--- config.mk ---
export PLATFORM = sky130hd
export DESIGN_NAME = pileup_column_consensus_core
export DESIGN_NICKNAME = d
export VERILOG_FILES = /design/src/rtl/core/pcc_pkg.sv /design/src/rtl/core/pcc_front.sv /design/src/rtl/core/pcc_fifo.sv /design/src/rtl/core/pcc_div.sv /design/src/rtl/core/pcc_back.sv /design/src/rtl/core/pileup_column_consensus_core.sv
export SDC_FILE = /design/constraint.sdc
export NUM_CORES = 2
export LEC_CHECK = 0
export BUFFER_PORTS_ARGS = -buffer_cell sky130_fd_sc_hd__buf_2
export CAP_MARGIN = 30
export CORE_MARGIN = 2
export CORE_UTILIZATION = 55
export CTS_CLUSTER_DIAMETER = 200
export DETAILED_ROUTE_END_ITERATION = 10
export GPL_TIMING_DRIVEN = 0
export MAX_ROUTING_LAYER = met4
export PLACE_DENSITY = 0.71
export SETUP_SLACK_MARGIN = 0.15
export SYNTH_ARGS = -nofsm -noshare
export SYNTH_HDL_FRONTEND = slang
export SYNTH_HIERARCHICAL = 1
export SYNTH_SLANG_ARGS = --single-unit
--- constraint.sdc ---
create_clock -name clk -period 13.75 [get_ports clk]
set_input_delay 0.6875 -clock clk [delete_from_list [all_inputs] [get_ports clk]]
set_output_delay 0.6875 -clock clk [all_outputs]
set_load 0.1 [all_outputs]
--- src/rtl/core/pcc_pkg.sv ---
// Shared types and constants of the pileup column consensus core.
// Depends on nothing; every other file of the core but pcc_fifo imports it.
package pcc_pkg;

  localparam int NUM_CLASSES = 6;
  localparam int CLS_W       = 3;
  localparam int QUAL_W      = 8;
  localparam int QUAL_CAP    = 93;
  localparam int QTAB_N      = QUAL_CAP + 1;
  localparam int QIDX_W      = 7;
  localparam int SUM_W       = 32;
  localparam int CNT_W       = 16;
  localparam int MEAN_W      = 16;

  // round(10^(-k/10) * 2^32) for k = 0..9, 33 bits so that k = 0 fits.
  localparam logic [32:0] FRAC_POW_TAB [10] = '{
    33'd4294967296, 33'd3411613790, 33'd2709941160, 33'd2152582777,
    33'd1709857278, 33'd1358187913, 33'd1078847007, 33'd856958639,
    33'd680706443,  33'd540704347
  };

endpackage

--- src/rtl/core/pcc_front.sv ---
// Front end: registers each observation and looks up its class weights.
// Depends on pcc_pkg for the quality table and field widths.
module pcc_front import pcc_pkg::*; #(
  parameter int FRAC_BITS = 16,
  localparam int WW = FRAC_BITS + 1
) (
  input  logic             clk,
  input  logic             rst_n,
  input  logic             in_valid,
  output logic             in_ready,
  input  logic [CLS_W-1:0] in_base_class,
  input  logic [QUAL_W-1:0] in_quality,
  input  logic             in_column_end,
  output logic             q_valid,
  input  logic             q_ready,
  output logic [CLS_W-1:0] q_cls,
  output logic [WW-1:0]    q_p,
  output logic [WW-1:0]    q_other,
  output logic             q_last
);

  // Error weight e for quality q, rounded and never zero.
  function automatic logic [WW-1:0] err_weight(int q);
    logic [32:0] r;
    logic [32:0] e;
    r = FRAC_POW_TAB[q % 10];
    for (int i = 0; i < q / 10; i++) begin
      r = r / 33'd10;
    end
    e = (r + (33'd1 << (31 - FRAC_BITS))) >> (32 - FRAC_BITS);
    if (e == 33'd0) begin
      e = 33'd1;
    end
    return WW'(e);
  endfunction

  logic [WW-1:0] p_rom [QTAB_N];
  logic [WW-1:0] o_rom [QTAB_N];

  for (genvar g = 0; g < QTAB_N; g++) begin : g_rom
    localparam logic [WW-1:0] EW = err_weight(g);
    assign p_rom[g] = (WW'(1) << FRAC_BITS) - EW;
    assign o_rom[g] = EW / WW'(5);
  end

  logic              valid_r;
  logic [CLS_W-1:0]  cls_r;
  logic [WW-1:0]     p_r;
  logic [WW-1:0]     other_r;
  logic              last_r;
  logic [QIDX_W-1:0] qidx;
  logic              take;

  assign qidx     = (in_quality > QUAL_W'(QUAL_CAP)) ? QIDX_W'(QUAL_CAP)
                                                      : in_quality[QIDX_W-1:0];
  assign in_ready = !valid_r || q_ready;
  assign take     = in_valid && in_ready;

  always_ff @(posedge clk) begin
    if (!rst_n) begin
      valid_r <= 1'b0;
    end else if (in_ready) begin
      valid_r <= in_valid;
    end
  end

  always_ff @(posedge clk) begin
    if (take) begin
      cls_r   <= in_base_class;
      p_r     <= p_rom[qidx];
      other_r <= o_rom[qidx];
      last_r  <= in_column_end;
    end
  end

  assign q_valid = valid_r;
  assign q_cls   = cls_r;
  assign q_p     = p_r;
  assign q_other = other_r;
  assign q_last  = last_r;

endmodule

--- src/rtl/core/pcc_fifo.sv ---
// Short first-in first-out queue that decouples the front and back ends.
// Depends on nothing beyond its parameters.
module pcc_fifo #(
  parameter int DW    = 8,
  parameter int DEPTH = 4,
  localparam int AW = (DEPTH > 1) ? $clog2(DEPTH) : 1
) (
  input  logic          clk,
  input  logic          rst_n,
  input  logic          wr_valid,
  output logic          wr_ready,
  input  logic [DW-1:0] wr_data,
  output logic          rd_valid,
  input  logic          rd_ready,
  output logic [DW-1:0] rd_data
);

  logic [DW-1:0] mem_r [DEPTH];
  logic [AW-1:0] wptr_r;
  logic [AW-1:0] rptr_r;
  logic [AW:0]   cnt_r;
  logic          push;
  logic          pop;

  assign wr_ready = (cnt_r != (AW+1)'(DEPTH));
  assign rd_valid = (cnt_r != '0);
  assign push     = wr_valid && wr_ready;
  assign pop      = rd_valid && rd_ready;
  assign rd_data  = mem_r[rptr_r];

  always_ff @(posedge clk) begin
    if (!rst_n) begin
      wptr_r <= '0;
      rptr_r <= '0;
      cnt_r  <= '0;
    end else begin
      if (push) begin
        wptr_r <= (wptr_r == AW'(DEPTH - 1)) ? '0 : wptr_r + AW'(1);
      end
      if (pop) begin
        rptr_r <= (rptr_r == AW'(DEPTH - 1)) ? '0 : rptr_r + AW'(1);
      end
      if (push && !pop) begin
        cnt_r <= cnt_r + (AW+1)'(1);
      end else if (pop && !push) begin
        cnt_r <= cnt_r - (AW+1)'(1);
      end
    end
  end

  always_ff @(posedge clk) begin
    if (push) begin
      mem_r[wptr_r] <= wr_data;
    end
  end

endmodule

--- src/rtl/core/pcc_div.sv ---
// Restoring divider, one quotient bit per cycle, for the mean weight.
// Depends on pcc_pkg for the sum and count widths.
module pcc_div import pcc_pkg::*; (
  input  logic             clk,
  input  logic             rst_n,
  input  logic             start,
  input  logic [SUM_W-1:0] dividend,
  input  logic [CNT_W-1:0] divisor,
  output logic             done,
  output logic [SUM_W-1:0] quotient
);

  localparam int STEP_W = $clog2(SUM_W);

  logic              run_r;
  logic              done_r;
  logic [STEP_W-1:0] step_r;
  logic [SUM_W-1:0]  quo_r;
  logic [CNT_W-1:0]  rem_r;
  logic [CNT_W-1:0]  dvs_r;
  logic [CNT_W:0]    rem_sh;
  logic [CNT_W:0]    rem_sub;
  logic              qbit;

  assign rem_sh  = {rem_r, quo_r[SUM_W-1]};
  assign rem_sub = rem_sh - {1'b0, dvs_r};
  assign qbit    = (rem_sh >= {1'b0, dvs_r});

  always_ff @(posedge clk) begin
    if (!rst_n) begin
      run_r  <= 1'b0;
      done_r <= 1'b0;
      step_r <= '0;
    end else begin
      done_r <= 1'b0;
      if (start) begin
        run_r  <= 1'b1;
        step_r <= STEP_W'(SUM_W - 1);
      end else if (run_r) begin
        step_r <= step_r - STEP_W'(1);
        if (step_r == '0) begin
          run_r  <= 1'b0;
          done_r <= 1'b1;
        end
      end
    end
  end

  always_ff @(posedge clk) begin
    if (start) begin
      quo_r <= dividend;
      rem_r <= '0;
      dvs_r <= divisor;
    end else if (run_r) begin
      quo_r <= {quo_r[SUM_W-2:0], qbit};
      rem_r <= qbit ? rem_sub[CNT_W-1:0] : rem_sh[CNT_W-1:0];
    end
  end

  assign done     = done_r;
  assign quotient = quo_r;

endmodule

--- src/rtl/core/pcc_back.sv ---
// Back end: accumulates class sums and counts, and on column end scans for
// the maximum and emits each tied class. Depends on pcc_pkg and pcc_div.
module pcc_back import pcc_pkg::*; #(
  parameter int FRAC_BITS = 16,
  parameter int MAX_DEPTH = 65535,
  localparam int WW = FRAC_BITS + 1
) (
  input  logic              clk,
  input  logic              rst_n,
  input  logic              q_valid,
  output logic              q_ready,
  input  logic [CLS_W-1:0]  q_cls,
  input  logic [WW-1:0]     q_p,
  input  logic [WW-1:0]     q_other,
  input  logic              q_last,
  output logic              out_valid,
  input  logic              out_ready,
  output logic [CLS_W-1:0]  out_winner_class,
  output logic [SUM_W-1:0]  out_weight_sum,
  output logic [MEAN_W-1:0] out_mean_weight,
  output logic [CNT_W-1:0]  out_class_count,
  output logic              out_final_winner
);

  localparam logic [CNT_W-1:0] DEPTH_LIM =
    (MAX_DEPTH > 65535) ? {CNT_W{1'b1}} : CNT_W'(MAX_DEPTH);
  localparam logic [CLS_W-1:0] IDX_LAST = CLS_W'(NUM_CLASSES - 1);

  typedef enum logic [4:0] {
    ST_ACC  = 5'b00001,
    ST_MAX  = 5'b00010,
    ST_SCAN = 5'b00100,
    ST_DIV  = 5'b01000,
    ST_OUT  = 5'b10000
  } state_t;

  state_t            state_r, state_nxt;
  logic [SUM_W-1:0]  sum_r [NUM_CLASSES];
  logic [SUM_W-1:0]  sum_nxt [NUM_CLASSES];
  logic [CNT_W-1:0]  cnt_r [NUM_CLASSES];
  logic [CNT_W-1:0]  cnt_nxt [NUM_CLASSES];
  logic [CNT_W-1:0]  depth_r, depth_nxt;
  logic [CLS_W-1:0]  idx_r, idx_nxt;
  logic [CLS_W-1:0]  lastidx_r, lastidx_nxt;
  logic [SUM_W-1:0]  maxv_r, maxv_nxt;
  logic              ovalid_r, ovalid_nxt;
  logic [CLS_W-1:0]  ocls_r;
  logic [SUM_W-1:0]  osum_r;
  logic [MEAN_W-1:0] omean_r;
  logic [CNT_W-1:0]  ocnt_r;
  logic              ofinal_r;
  logic              load_out;
  logic              div_start;
  logic              div_done;
  logic [SUM_W-1:0]  div_quo;
  logic              pop;
  logic [SUM_W:0]    add_w [NUM_CLASSES];

  pcc_div u_div (
    .clk      (clk),
    .rst_n    (rst_n),
    .start    (div_start),
    .dividend (sum_r[idx_r]),
    .divisor  (depth_r),
    .done     (div_done),
    .quotient (div_quo)
  );

  assign q_ready = (state_r == ST_ACC);
  assign pop     = q_valid && q_ready;

  for (genvar g = 0; g < NUM_CLASSES; g++) begin : g_add
    assign add_w[g] = {1'b0, sum_r[g]}
                    + (SUM_W+1)'((q_cls == CLS_W'(g)) ? q_p : q_other);
  end

  always_comb begin
    state_nxt   = state_r;
    sum_nxt     = sum_r;
    cnt_nxt     = cnt_r;
    depth_nxt   = depth_r;
    idx_nxt     = idx_r;
    lastidx_nxt = lastidx_r;
    maxv_nxt    = maxv_r;
    ovalid_nxt  = ovalid_r;
    load_out    = 1'b0;
    div_start   = 1'b0;
    case (state_r)
      ST_ACC: begin
        if (pop) begin
          if ((q_cls <= IDX_LAST) && (depth_r < DEPTH_LIM)) begin
            for (int i = 0; i < NUM_CLASSES; i++) begin
              sum_nxt[i] = add_w[i][SUM_W] ? {SUM_W{1'b1}} : add_w[i][SUM_W-1:0];
            end
            if (cnt_r[q_cls] != {CNT_W{1'b1}}) begin
              cnt_nxt[q_cls] = cnt_r[q_cls] + CNT_W'(1);
            end
            depth_nxt = depth_r + CNT_W'(1);
          end
          if (q_last) begin
            state_nxt   = ST_MAX;
            idx_nxt     = '0;
            maxv_nxt    = '0;
            lastidx_nxt = '0;
          end
        end
      end
      ST_MAX: begin
        if (sum_r[idx_r] > maxv_r) begin
          maxv_nxt    = sum_r[idx_r];
          lastidx_nxt = idx_r;
        end else if (sum_r[idx_r] == maxv_r) begin
          lastidx_nxt = idx_r;
        end
        if (idx_r == IDX_LAST) begin
          idx_nxt   = '0;
          state_nxt = ST_SCAN;
        end else begin
          idx_nxt = idx_r + CLS_W'(1);
        end
      end
      ST_SCAN: begin
        if (sum_r[idx_r] == maxv_r) begin
          div_start = 1'b1;
          state_nxt = ST_DIV;
        end else begin
          idx_nxt = idx_r + CLS_W'(1);
        end
      end
      ST_DIV: begin
        if (div_done) begin
          load_out   = 1'b1;
          ovalid_nxt = 1'b1;
          state_nxt  = ST_OUT;
        end
      end
      ST_OUT: begin
        if (ovalid_r && out_ready) begin
          ovalid_nxt = 1'b0;
          if (ofinal_r) begin
            for (int i = 0; i < NUM_CLASSES; i++) begin
              sum_nxt[i] = '0;
              cnt_nxt[i] = '0;
            end
            depth_nxt = '0;
            state_nxt = ST_ACC;
          end else begin
            idx_nxt   = idx_r + CLS_W'(1);
            state_nxt = ST_SCAN;
          end
        end
      end
      default: begin
        state_nxt = ST_ACC;
      end
    endcase
  end

  always_ff @(posedge clk) begin
    if (!rst_n) begin
      state_r   <= ST_ACC;
      ovalid_r  <= 1'b0;
      depth_r   <= '0;
      idx_r     <= '0;
      lastidx_r <= '0;
      maxv_r    <= '0;
      for (int i = 0; i < NUM_CLASSES; i++) begin
        sum_r[i] <= '0;
        cnt_r[i] <= '0;
      end
    end else begin
      state_r   <= state_nxt;
      ovalid_r  <= ovalid_nxt;
      depth_r   <= depth_nxt;
      idx_r     <= idx_nxt;
      lastidx_r <= lastidx_nxt;
      maxv_r    <= maxv_nxt;
      sum_r     <= sum_nxt;
      cnt_r     <= cnt_nxt;
    end
  end

  always_ff @(posedge clk) begin
    if (load_out) begin
      ocls_r   <= idx_r;
      osum_r   <= sum_r[idx_r];
      ocnt_r   <= cnt_r[idx_r];
      ofinal_r <= (idx_r == lastidx_r);
      if (depth_r == '0) begin
        omean_r <= '0;
      end else if (|div_quo[SUM_W-1:MEAN_W]) begin
        omean_r <= {MEAN_W{1'b1}};
      end else begin
        omean_r <= div_quo[MEAN_W-1:0];
      end
    end
  end

  assign out_valid        = ovalid_r;
  assign out_winner_class = ocls_r;
  assign out_weight_sum   = osum_r;
  assign out_mean_weight  = omean_r;
  assign out_class_count  = ocnt_r;
  assign out_final_winner = ofinal_r;

endmodule

--- src/rtl/core/pileup_column_consensus_core.sv ---
// Top level of the pileup column consensus core.
// Depends on pcc_pkg, pcc_front, pcc_fifo and pcc_back.
//
// Each word on the input channel is one observation of a reference column.
// The front end takes one word per cycle and the back end folds one
// observation per cycle into the six class sums, so a column streams at one
// observation per cycle as long as no column end is being finished; a
// four-entry queue between the two ends absorbs short back-end stalls. On a
// column's last observation the back end steps through the six sums to find
// the maximum, then for each tied class scans on to that class, runs the
// shared bit-serial divider that forms the mean weight, and holds the result
// word until it is taken; the queue and the front-end register keep accepting
// observations of the next column meanwhile, up to five words.
module pileup_column_consensus_core import pcc_pkg::*; #(
  parameter int MAX_DEPTH        = 65535,
  parameter int WEIGHT_FRAC_BITS = 16
) (
  input  logic              clk,
  input  logic              rst_n,
  input  logic              in_valid,
  output logic              in_ready,
  input  logic [CLS_W-1:0]  in_base_class,
  input  logic [QUAL_W-1:0] in_quality,
  input  logic              in_column_end,
  output logic              out_valid,
  input  logic              out_ready,
  output logic [CLS_W-1:0]  out_winner_class,
  output logic [SUM_W-1:0]  out_weight_sum,
  output logic [MEAN_W-1:0] out_mean_weight,
  output logic [CNT_W-1:0]  out_class_count,
  output logic              out_final_winner
);

  localparam int WW      = WEIGHT_FRAC_BITS + 1;
  localparam int QDW     = CLS_W + 2 * WW + 1;
  localparam int Q_DEPTH = 4;

  logic             f_valid;
  logic             f_ready;
  logic [CLS_W-1:0] f_cls;
  logic [WW-1:0]    f_p;
  logic [WW-1:0]    f_other;
  logic             f_last;
  logic             b_valid;
  logic             b_ready;
  logic [QDW-1:0]   b_data;

  pcc_front #(
    .FRAC_BITS (WEIGHT_FRAC_BITS)
  ) u_front (
    .clk           (clk),
    .rst_n         (rst_n),
    .in_valid      (in_valid),
    .in_ready      (in_ready),
    .in_base_class (in_base_class),
    .in_quality    (in_quality),
    .in_column_end (in_column_end),
    .q_valid       (f_valid),
    .q_ready       (f_ready),
    .q_cls         (f_cls),
    .q_p           (f_p),
    .q_other       (f_other),
    .q_last        (f_last)
  );

  pcc_fifo #(
    .DW    (QDW),
    .DEPTH (Q_DEPTH)
  ) u_fifo (
    .clk      (clk),
    .rst_n    (rst_n),
    .wr_valid (f_valid),
    .wr_ready (f_ready),
    .wr_data  ({f_cls, f_p, f_other, f_last}),
    .rd_valid (b_valid),
    .rd_ready (b_ready),
    .rd_data  (b_data)
  );

  pcc_back #(
    .FRAC_BITS (WEIGHT_FRAC_BITS),
    .MAX_DEPTH (MAX_DEPTH)
  ) u_back (
    .clk              (clk),
    .rst_n            (rst_n),
    .q_valid          (b_valid),
    .q_ready          (b_ready),
    .q_cls            (b_data[QDW-1 -: CLS_W]),
    .q_p              (b_data[2*WW : WW+1]),
    .q_other          (b_data[WW:1]),
    .q_last           (b_data[0]),
    .out_valid        (out_valid),
    .out_ready        (out_ready),
    .out_winner_class (out_winner_class),
    .out_weight_sum   (out_weight_sum),
    .out_mean_weight  (out_mean_weight),
    .out_class_count  (out_class_count),
    .out_final_winner (out_final_winner)
  );

endmodule

==> qor.csv <==
stage,metric,value,unit
floorplan,row count,97,
drt,Vias,33200,
global_route,Overflow after GRT,0,
global_route,global-route wire length before repair,194,mm
final_layout,Final Core Density,62.0,%
clock_network,"CTS clk-pin slew, worst paths",0.06,ns
logic_synthesis,synthesized area,38800,sq um
drt,Final ANT Viol Nets,0,
final_layout,P&R area growth vs syn,11.7,%
drt,metal3 WL,11.6,mm
final_layout,share of layout cells above drive strength 1,14.4,%
logic_synthesis,Synth warnings,6,
drt,DR WL met2,57.6,mm
logic_synthesis,Most used DFF post-synth,dfxtp_1,
clock_network,"Clk Latency, worst-skew pair",0.65,ns
clock_network,post-CTS setup repair buffer count,0,
setup_path,Critical Path Start Type,register,
global_route,antenna violations before repair,4,
logic_synthesis,ys async rst share,0,%
logic_synthesis,Yosys top cell area share,23.4,%
pwr,Psw,0.00335,W
floorplan,io pins,86,
floorplan,Starting Density,55.5,%
pwr,Total Power,0.00823,W
sta,RSZ-0062 raised after global routing,false,
setup_path,critical path class,register to register,
sta,f_max,124,MHz
floorplan,die width,270,microns
floorplan,Die Y-Extent,270,microns
clock_network,total CTS buffers,77,
pwr,combinational share of power,44.5,%
logic_synthesis,Synth Register Bits,683,
setup_path,crit path max fanout,10,
drt,WL met1,51.7,mm
outcome,outcome,"finished, final reports clean",
global_route,largest net degree at the start of global routing,69,
sta,max_slew headroom,15.5,%
setup_path,WP data required,14.27,ns
pwr,switch share,40.7,%
clock_network,root buffer cell,clkbuf_16,
sta,final setup TNS,0,ns
sta,fin crit period,8.03,ns
placed_design,post-detailed-placement half-perimeter wirelength,95.4,mm
sta,Final period util,58.4,%
setup_path,Crit. End Element,register,
drt,Post-Route WL,130,mm
floorplan,CORE AREA,69900,sq um
sta,final-report hold violation count,0,
pwr,clock power share,25.8,%
setup_path,Worst EP arrival,8.56,ns
pwr,Pint,0.00488,W
clock_network,htree depth,3,
clock_network,clock sink count,683,
floorplan,die area,72700,sq um
sta,Final Slew Violations,0,
final_layout,Final nets,4303,
placed_design,I/O Buffers,81,
global_route,total track usage,36.1,%
clock_network,clock buffer depth,3,
clock_network,CTS tree,yes,
logic_synthesis,sequential-to-total area share from yosys stat,43.0,%
drt,DR vias/cell,6.50,
logic_synthesis,Post-synth EDFFs,302,
placed_design,routability cong.,1.03,
pwr,Lkg Pwr,15.9,nW
flow_run,max-cap violations,0,
pwr,sequential share of power,29.7,%
logic_synthesis,Synth area leaders,"edfxtp_1 (23%), dfxtp_1 (20%), ha_1 (5.6%)",
sta,clock skew,0.0230,ns
drt,initial drt markers,4447,
drt,Highest Signal Layer,met4,
logic_synthesis,Post-Synthesis Cells,3915,
final_layout,Fillers,5951,
clock_network,hold buffer count at CTS,0,
sta,number of setup violations in the final report,0,
min_path,Min-Delay Path Class,input pin to register,
global_route,vias in the first global route,31300,
drt,Pre-antenna DRT Iters,6,
drt,DR WL/cell,25.5,microns
clock_network,post-cts gate resize count,0,
pwr,maximum vdd drop,0.125,mV
logic_synthesis,"area leader, netlist",edfxtp_1,
pwr,PD cells,190,nW/um^2
drt,DRC Markers,0,
logic_synthesis,Netlist cell types,117,
sta,Slew @ Worst Pin,1.27,ns
logic_synthesis,syn_area_per_cell,9.92,sq um
[worst paths after layout]
path	start	end	slack, ns	depth (start not counted)
worst max-delay path	register	u_back/sum_r[179]	5.72	19
worst min-delay path	in_base_class[1]	u_front/q_cls[1]	0.22	1
worst max register to register	register	u_back/sum_r[179]	5.72	19
worst min register to register	u_back/sum_r[111]	u_back/sum_r[111]	0.46	2
[per-stage QoR]
step / cell area (sq um) / setup WS (ns) / hold slack, ns / std cells
2_1_floorplan: 38800 / 8.27 / 0.432 / 3918
3_3_place_gp: 40400 / 4.40 / 0.446 / 4939
3_5_place_dp: 40700 / 5.90 / 0.448 / 4962
4_1_cts: 43300 / 5.80 / 0.187 / 5106
5_1_grt: 43400 / 5.56 / 0.200 / 5111
6_report: 43400 / 5.72 / 0.216 / 5112
[cells in the mapped netlist, types with 12 or more instances]
master      n
clkbuf_1  119
xor2_1     48
mux2i_1   103
and2_1     24
nand2b_1   30
o21ai_0   316
o22ai_1    18
buf_4      12
o211ai_1   24
a311oi_1   13
a21o_1     95
or3_1      14
a31oi_1    33
nor3_1     79
dfxtp_1   381
nor4_1     19
nand3_1    94
buf_1      31
buf_2      46
a22oi_1    66
xnor2_1    72
a211oi_1   48
nor2b_1    25
mux2_2    137
ha_1      174
nand2_1   384
nor2_1    282
mux4_2     91
a21boi_0   12
o21ai_1    15
o21bai_1   12
and3_1     49
a21oi_1   232
inv_1     140
a22o_1     14
edfxtp_1  302
o21a_1     43
nand4_1    53
[logic make-up (layout without fill, tap and decap cells)]
group / count (synthesis) / in the layout / synth area share, %
muxes: 334 / 334 / 12.0
buffers and inverters: 363 / 615 / 3.96
DFF: 683 / 683 / 43.0
AOI/OAI and AO/OA: 1103 / 1103 / 18.5
xor gates and xnor gates: 120 / 120 / 2.71
adders and majority gates: 182 / 182 / 6.02
and+or+nand+nor: 1129 / 1129 / 13.8
other: 1 / 6 / 0.00966
[per-layer routing]
metal | global-route usage [%] | up-vias
met4 | 21.9 | 0
li1 | - | 15000
met5 | - | -
met2 | 54.5 | 1805
met1 | 45.3 | 15900
met3 | 6.31 | 457
[cell usage in the layout (no fill, tap or decap), drive strengths merged, types with 33 or more instances in the layout]
cell,n
a211oi,49
a21o,95
a21oi,234
a22oi,75
a31oi,33
and3,54
buf,204
clkbuf,215
dfxtp,381
edfxtp,302
ha,174
inv,149
mux2,140
mux2i,103
mux4,91
nand2,386
nand3,94
nand4,53
nor2,284
nor3,80
o21a,44
o21ai,337
xnor2,72
xor2,48
[area by class of cell]
type                       instances  area (sq um)  share of cell area [%]
timing repair buffer             108           738                    1.70
inverter                         145           549                    1.27
sequential                       683         16700                    38.5
clock buffer                      94          2040                    4.71
tap                              940          1180                    2.71
antenna                            2          5.00                  0.0115
clock inverter                    50           552                    1.27
buffer                           218           990                    2.28
multi-input combinational       2872         20600                    47.6
[power by group through the flow]
| stage | clock network, W | registers (W) | logic [W] |
|---|---|---|---|
| floorplan | 0 | 0.00241 | 0.00247 |
| global placement | 0 | 0.00248 | 0.00347 |
| CTS | 0.00214 | 0.00244 | 0.00354 |
| detailed placement | 0 | 0.00248 | 0.00351 |
| global route | 0.00223 | 0.00246 | 0.00390 |
| finish | 0.00212 | 0.00245 | 0.00366 |
[critical path, cell delays in order (launching register included)]
cell and delay, ns:
dfxtp_1 0.44, clkbuf_1 0.57, mux4_2 0.40, buf_2 0.21
buf_2 0.29, buf_2 0.28, nor2_1 0.20, buf_1 0.67
clkbuf_1 0.57, mux2_2 0.41, ha_1 0.23, inv_1 0.08
fa_1 0.18, nand2b_1 0.16, a21oi_1 0.12, o311ai_0 0.99
o21ai_0 0.55, a32oi_1 1.06, nand3_1 0.16, o311a_1 0.33
[state kept, by name, summed over array words and instances (netlist names), 2 cells and up, named ones only]
signal and flops:
u_back/cnt_r 96, u_fifo/wptr_r 2, u_front/q_cls 3, u_fifo/rptr_r 2, u_back/u_div/step_r 5, u_back/state_r 5, u_fifo/mem_r 152, u_back/out_winner_class 3
u_back/out_mean_weight 16, u_fifo/cnt_r 3, u_front/q_p 16, u_back/maxv_r 32, u_back/depth_r 16, u_back/u_div/rem_r 16, u_back/out_weight_sum 32, u_back/out_class_count 16
u_back/sum_r 192, u_back/u_div/quotient 32, u_back/u_div/dvs_r 16, u_back/lastidx_r 3, u_front/q_other 14, u_back/idx_r 3
No activity file was read; power rests on OpenSTA's default activity.
